--- config.mk ---
export PLATFORM = sky130hd
export DESIGN_NAME = jse_coef
export DESIGN_NICKNAME = d
export VERILOG_FILES = /design/src/rtl/jse_pkg.sv /design/src/rtl/jse_coef.sv
export SDC_FILE = /design/constraint.sdc
export NUM_CORES = 2
export LEC_CHECK = 0
export ABC_AREA = 1
export BUFFER_PORTS_ARGS = -buffer_cell sky130_fd_sc_hd__buf_2
export CAP_MARGIN = 0
export CORE_AREA = 2 2 391 393
export DETAILED_ROUTE_END_ITERATION = 10
export DIE_AREA = 0 0 393 395
export PLACE_DENSITY = 0.72
export SLEW_MARGIN = 20
export SYNTH_ARGS = -nofsm -noshare
export SYNTH_HDL_FRONTEND = slang
export SYNTH_SLANG_ARGS = --single-unit
--- constraint.sdc ---
create_clock -name clk_i -period 14.4 [get_ports clk_i]
set_clock_uncertainty 0.2 [all_clocks]
set_input_delay 2.88 -clock clk_i [delete_from_list [all_inputs] [get_ports clk_i]]
set_output_delay 2.88 -clock clk_i [all_outputs]
set_load 0.05 [all_outputs]
--- src/rtl/jse_pkg.sv ---
// shared types, constants and state codes of the jacobi eigen solver
package jse_pkg;

  localparam int unsigned MaxN    = 16;
  localparam int unsigned IdxW    = 4;
  localparam int unsigned AddrW   = 2 * IdxW;
  localparam int unsigned ValW    = 32;
  localparam int unsigned CntW    = 13;
  localparam int unsigned SizeW   = 5;
  localparam int unsigned ThrW    = 33;
  localparam int unsigned CfgIdxW = 2;
  localparam int unsigned InDataW  = 40;
  localparam int unsigned OutDataW = 56;

  localparam logic [CfgIdxW-1:0] CFG_MATRIX_SIZE = 2'd0;
  localparam logic [CfgIdxW-1:0] CFG_THRESHOLD   = 2'd1;

  // rotation coefficients, Q2.30
  typedef struct packed {
    logic signed [ValW-1:0] c;
    logic signed [ValW-1:0] s;
    logic signed [ValW-1:0] cs;
    logic signed [ValW-1:0] c2;
    logic signed [ValW-1:0] s2;
  } coef_t;

  typedef enum logic [3:0] {
    ST_IDLE, ST_SRCH, ST_SDRAIN, ST_SQ, ST_CHK, ST_RLD, ST_COEF,
    ST_ROT, ST_DIAG, ST_ORD, ST_OLD
  } state_e;

  typedef enum logic [3:0] {
    CF_IDLE, CF_SQ1, CF_SQ2, CF_SQRT, CF_DIV, CF_T2, CF_SM, CF_C2,
    CF_S2, CF_CS, CF_DONE
  } coef_state_e;

endpackage

--- src/rtl/jse_coef.sv ---
// rotation coefficient unit: shared multiplier, bit-serial square root and divider
module jse_coef (
  input  logic                        clk_i,
  input  logic                        rst_ni,
  input  logic                        start_i,
  input  logic signed [jse_pkg::ValW-1:0] akk_i,
  input  logic signed [jse_pkg::ValW-1:0] all_i,
  input  logic signed [jse_pkg::ValW-1:0] akl_i,
  output logic                        done_o,
  output jse_pkg::coef_t              coef_o
);
  import jse_pkg::*;

  coef_state_e state_q, state_d;
  logic        pass_q, pass_d;
  logic        neg_q, neg_d;
  logic [30:0] dm_q, dm_d, em_q, em_d;
  logic [61:0] acc_q, acc_d;
  logic [63:0] sv_q, sv_d, sr_q, sr_d, sb_q, sb_d;
  logic [34:0] rem_q, rem_d;
  logic [60:0] num_q, num_d, quo_q, quo_d;
  logic [33:0] den_q, den_d;
  logic [5:0]  dcnt_q, dcnt_d;
  logic [30:0] tm_q, tm_d, c_q, c_d, sm_q, sm_d, c2_q, c2_d, s2_q, s2_d, csm_q, csm_d;

  logic signed [32:0] d_w, e_w;
  logic [32:0] dmag, emag, ormag;
  logic [30:0] ma, mb;
  logic [61:0] mp, mrnd;
  logic [63:0] st_w, sv_n, sr_n;
  logic [34:0] rem2, rem_n;
  logic        ge;
  logic [60:0] quo_n;

  // magnitude prep from the pivot entries
  always_comb begin
    d_w   = {all_i[ValW-1], all_i} - {akk_i[ValW-1], akk_i};
    e_w   = {akl_i, 1'b0};
    dmag  = d_w[32] ? 33'(-d_w) : 33'(d_w);
    emag  = e_w[32] ? 33'(-e_w) : 33'(e_w);
    ormag = dmag | emag;
  end

  // shared multiplier and rounding to Q2.30
  assign mp   = 62'(ma) * 62'(mb);
  assign mrnd = mp + 62'h2000_0000;

  // one square root step
  always_comb begin
    st_w = sr_q + sb_q;
    if (sv_q >= st_w) begin
      sv_n = sv_q - st_w;
      sr_n = (sr_q >> 1) + sb_q;
    end else begin
      sv_n = sv_q;
      sr_n = sr_q >> 1;
    end
  end

  // one restoring division step
  always_comb begin
    rem2  = {rem_q[33:0], num_q[60]};
    ge    = rem2 >= {1'b0, den_q};
    rem_n = ge ? rem2 - {1'b0, den_q} : rem2;
    quo_n = {quo_q[59:0], ge};
  end

  // sequencer
  always_comb begin
    state_d = state_q;
    pass_d  = pass_q;
    neg_d   = neg_q;
    dm_d    = dm_q;
    em_d    = em_q;
    acc_d   = acc_q;
    sv_d    = sv_q;
    sr_d    = sr_q;
    sb_d    = sb_q;
    rem_d   = rem_q;
    num_d   = num_q;
    quo_d   = quo_q;
    den_d   = den_q;
    dcnt_d  = dcnt_q;
    tm_d    = tm_q;
    c_d     = c_q;
    sm_d    = sm_q;
    c2_d    = c2_q;
    s2_d    = s2_q;
    csm_d   = csm_q;
    ma      = '0;
    mb      = '0;
    done_o  = 1'b0;
    unique case (state_q)
      CF_IDLE: begin
        if (start_i) begin
          if (ormag[32]) begin
            dm_d = dmag[32:2];
            em_d = emag[32:2];
          end else if (ormag[31]) begin
            dm_d = dmag[31:1];
            em_d = emag[31:1];
          end else begin
            dm_d = dmag[30:0];
            em_d = emag[30:0];
          end
          neg_d = ((!d_w[32] && d_w != '0) && e_w[32]) ||
                  (d_w[32] && (!e_w[32] && e_w != '0));
          state_d = CF_SQ1;
        end
      end
      CF_SQ1: begin
        ma = dm_q;
        mb = dm_q;
        acc_d = mp;
        state_d = CF_SQ2;
      end
      CF_SQ2: begin
        ma = em_q;
        mb = em_q;
        sv_d = 64'(acc_q) + 64'(mp);
        sr_d = '0;
        sb_d = 64'h4000_0000_0000_0000;
        pass_d = 1'b0;
        state_d = CF_SQRT;
      end
      CF_SQRT: begin
        sv_d = sv_n;
        sr_d = sr_n;
        sb_d = sb_q >> 2;
        if (sb_q == 64'd1) begin
          rem_d  = '0;
          quo_d  = '0;
          dcnt_d = '0;
          if (!pass_q) begin
            num_d = {em_q, 30'd0};
            den_d = 34'(dm_q) + sr_n[33:0];
          end else begin
            num_d = 61'h1000_0000_0000_0000;
            den_d = sr_n[33:0];
          end
          state_d = CF_DIV;
        end
      end
      CF_DIV: begin
        rem_d  = rem_n;
        quo_d  = quo_n;
        num_d  = {num_q[59:0], 1'b0};
        dcnt_d = dcnt_q + 6'd1;
        if (dcnt_q == 6'd60) begin
          if (!pass_q) begin
            tm_d = quo_n[30:0];
            state_d = CF_T2;
          end else begin
            c_d = quo_n[30:0];
            state_d = CF_SM;
          end
        end
      end
      CF_T2: begin
        ma = tm_q;
        mb = tm_q;
        sv_d = 64'h1000_0000_0000_0000 + 64'(mp);
        sr_d = '0;
        sb_d = 64'h4000_0000_0000_0000;
        pass_d = 1'b1;
        state_d = CF_SQRT;
      end
      CF_SM: begin
        ma = tm_q;
        mb = c_q;
        sm_d = mrnd[60:30];
        state_d = CF_C2;
      end
      CF_C2: begin
        ma = c_q;
        mb = c_q;
        c2_d = mrnd[60:30];
        state_d = CF_S2;
      end
      CF_S2: begin
        ma = sm_q;
        mb = sm_q;
        s2_d = mrnd[60:30];
        state_d = CF_CS;
      end
      CF_CS: begin
        ma = c_q;
        mb = sm_q;
        csm_d = mrnd[60:30];
        state_d = CF_DONE;
      end
      CF_DONE: begin
        done_o = 1'b1;
        state_d = CF_IDLE;
      end
      default: state_d = CF_IDLE;
    endcase
  end

  // signed coefficients
  always_comb begin
    coef_o.c  = {1'b0, c_q};
    coef_o.c2 = {1'b0, c2_q};
    coef_o.s2 = {1'b0, s2_q};
    coef_o.s  = neg_q ? -{1'b0, sm_q} : {1'b0, sm_q};
    coef_o.cs = neg_q ? -{1'b0, csm_q} : {1'b0, csm_q};
  end

  always_ff @(posedge clk_i or negedge rst_ni) begin
    if (!rst_ni) begin
      state_q <= CF_IDLE;
      pass_q  <= 1'b0;
    end else begin
      state_q <= state_d;
      pass_q  <= pass_d;
    end
  end

  always_ff @(posedge clk_i) begin
    neg_q  <= neg_d;
    dm_q   <= dm_d;
    em_q   <= em_d;
    acc_q  <= acc_d;
    sv_q   <= sv_d;
    sr_q   <= sr_d;
    sb_q   <= sb_d;
    rem_q  <= rem_d;
    num_q  <= num_d;
    quo_q  <= quo_d;
    den_q  <= den_d;
    dcnt_q <= dcnt_d;
    tm_q   <= tm_d;
    c_q    <= c_d;
    sm_q   <= sm_d;
    c2_q   <= c2_d;
    s2_q   <= s2_d;
    csm_q  <= csm_d;
  end

endmodule

==> metrics.md <==
| Metric | Value |
|---|---|
| Peak Freq | `73.4 MHz` |
| Fin crit share | `0.946` |
| GR Overflow Total | `0` |
| Largest net degree at the start of global routing | `84` |
| Critical path arrival | `13830 ps` |
| Initial Util | `0.546` |
| Post-Route WL | `301000 um` |
| Placed Instances | `13.3k` |
| # Max-Cap Violations | `0` |
| Global-route wire length before repair | `451000 um` |
| Run status | `finished clean` |
| Vias in the first global route | `75.1k` |
| Clk_lat worst skew | `700 ps` |
| Worst-Margin Slew | `1220 ps` |
| Yosys cell types | `67` |
| Setup ws final | `777 ps` |
| Vert. Die Dim | `395 um` |
| Routed vias | `76.6k` |
| Clk root buf | `clkbuf_16` |
| Synth Flop Type | `edfxtp_1` |
| CP max stage delay | `840 ps` |
| Layout cell share with drive strength beyond 1 | `0.0576` |
| Post-DP HPWL | `245000 um` |
| Commonest non-fill, non-tap cell in the layout | `nand2_1` |
| Async set or reset register ratio after synthesis | `0.00818` |
| TritonCTS clock tree | `done` |
| CP Launch Type | `flip-flop` |
| Setup repair bufs after CTS | `0` |
| Initial antenna violation count | `17` |
| Combinational family with the most area after synthesis | `adder cells` |
| Seq/Total Area, Yosys | `0.222` |
| Post-Synth XOR/XNOR Area | `0.0390` |
| Slew Viols, Final | `0` |
| Hold_buf cts | `0` |
| Post-route DRC | `0` |
| Post-cts gate resize count | `0` |
| Crit path required time | `14610 ps` |
| Port buffer count | `256` |
| Die X | `393 um` |
| Yosys warns | `0` |
| Area delta synth->final | `7.33%` |
| CTS max path bufs | `3` |
| Most frequent cells in the layout | `nand2_1, inv_1, nor2_1, fa_1, edfxtp_1` |
| Vias/cell | `5.72` |
| Clk sinks | `611` |
| Synth Instances | `11.2k` |
| Routed WL per cell | `22.5 um` |
| IO Pins | `260` |
| Full die area | `155000 um^2` |
| Final Instance Count excl. Fillers | `13.4k` |
| Final hold violations | `0` |
| EDFF count, synth | `606` |
| CTS H-tree depth | `3` |
| CORE AREA | `151000 um^2` |
| Cts bufs inserted | `70` |
| Nets | `12.8k` |
| Final ANT Viol Nets | `0` |
| Post-Syn Area | `82600 um^2` |
| Synth Area in Adders | `0.288` |
| GRT Total Usage | `0.385` |
| Min Hold Slack | `264 ps` |
| # rows | `143` |
| Unrepaired setup endpoints after global routing | `no` |
| Hold WC Path Type | `flip-flop to flip-flop` |
| Synth Area in Compound Gates | `0.0947` |
| Initial DRC count | `8515` |
| Gpl congestion | `1.05` |
| Setup WS pre-CTS | `1280 ps` |
| Clock transition at the registers of the reported paths | `70 ps` |
| Filler instances | `14.2k` |
| Syn avg cell area | `7.40 um^2` |
| Final Critical Period | `13620 ps` |
| Max-slew headroom | `0.185` |
| Critical path's slowest cell | `nand3_1` |
| Final Setup Violations | `0` |
| Yosys reg bits | `611` |
| Post-synthesis mux area share | `0` |
| Setup TNS | `0 ps` |
| Post-Synth Simple-Gate Area | `0.232` |
| CP endpoint kind | `flip-flop` |
| TritonRoute pass-1 iters | `8` |
| CP max FO | `25` |
| Worst setup path class | `flip-flop to flip-flop` |
## layer usage
layer  track usage  vias up  wire, um
met2         0.595     4248    132000
li1              -    35100         -
met3        0.0952      680     34300
met5       0.00533        -        88
met1         0.519    36500    121000
met4         0.153       11     13900
## cells by family (layout without fill, tap and decap cells)
logic type	count (synthesis)	after routing
simple gates	4683	4683
buf+inv	2706	2893
compound gates	1399	1399
fa+ha+maj	1395	1395
flops	611	611
xor+xnor	364	364
other cells	1	9
## area by class of cell
cell class / instances / area [um^2] / share of cell area
multi-input combinational: 7844 / 54200 / 0.612
sequential: 611 / 18300 / 0.207
inverter: 2377 / 8920 / 0.101
tap: 2030 / 2540 / 0.0286
timing repair buffer: 389 / 2280 / 0.0258
clock buffer: 84 / 1850 / 0.0208
clock inverter: 43 / 517 / 0.00583
antenna: 6 / 15.0 / 0.000169
## final timing paths
path / from / cells after the start / slack [ps] / to
min in group asynchronous: rst_ni / 1 / 1810 / state_q[3]
max in group asynchronous: rst_ni / 1 / 12040 / state_q[2]
max: state_q[2] / 42 / 780 / sv_q[53]
min: quo_q[22] / 0 / 260 / c_q[23]
max reg2reg: state_q[2] / 42 / 780 / sv_q[53]
min reg2reg: quo_q[22] / 0 / 260 / c_q[23]
## worst max-delay path: cells and delay by family (launching register included)
family / cells / cell delay, ps
simple gates: 13 / 3450
fa+ha+maj: 10 / 4820
xor+xnor: 2 / 980
flops: 1 / 410
buf+inv: 11 / 1920
compound gates: 6 / 1520
## sequential cells by signal (all words and copies together) (netlist names), 4 cells and up
register,cells
num_q,31
tm_q,31
sb_q,32
sr_q,64
em_q,31
den_q,34
quo_q,30
sv_q,64
dm_q,31
sm_q,31
dcnt_q,6
rem_q,34
state_q,4
c2_q,31
csm_q,31
s2_q,31
c_q,31
acc_q,62
## stage by stage
stage,cell area (um^2),utilization
2_1_floorplan,82600,-
3_3_place_gp,86200,0.570
3_5_place_dp,86300,0.571
4_1_cts,88600,0.586
5_1_grt,88700,0.586
6_report,88700,0.587
## Yosys cell counts (all sizes together), types with 8 or more instances
cell type,n,share of area
nand2,2934,0.13
inv,2373,0.11
nor2,908,0.042
fa,842,0.20
edfxtp,606,0.22
ha,553,0.084
o21ai,541,0.033
a21oi,523,0.032
nand3,479,0.030
clkbuf,272,0.012
xor2,241,0.026
xnor2,123,0.013
nand4,106,0.0081
nor3,93,0.0058
or2,70,0.0053
a22oi,65,0.0059
buf,57,0.0042
a31oi,53,0.0040
o211ai,50,0.0045
nor4,41,0.0031
o21bai,37,0.0034
a21o,33,0.0030
o21a,30,0.0027
nand3b,24,0.0022
and3,12,0.00091
a21boi,11,0.0010
a211oi,10,0.00091
and2,10,0.00076
o221ai,9,0.00095
o2111ai,8,0.00085
o31ai,8,0.00073
Power is left out: the tool's default activity adds up to more than one toggle a clock period on the data nets, which glitch-free logic cannot reach.
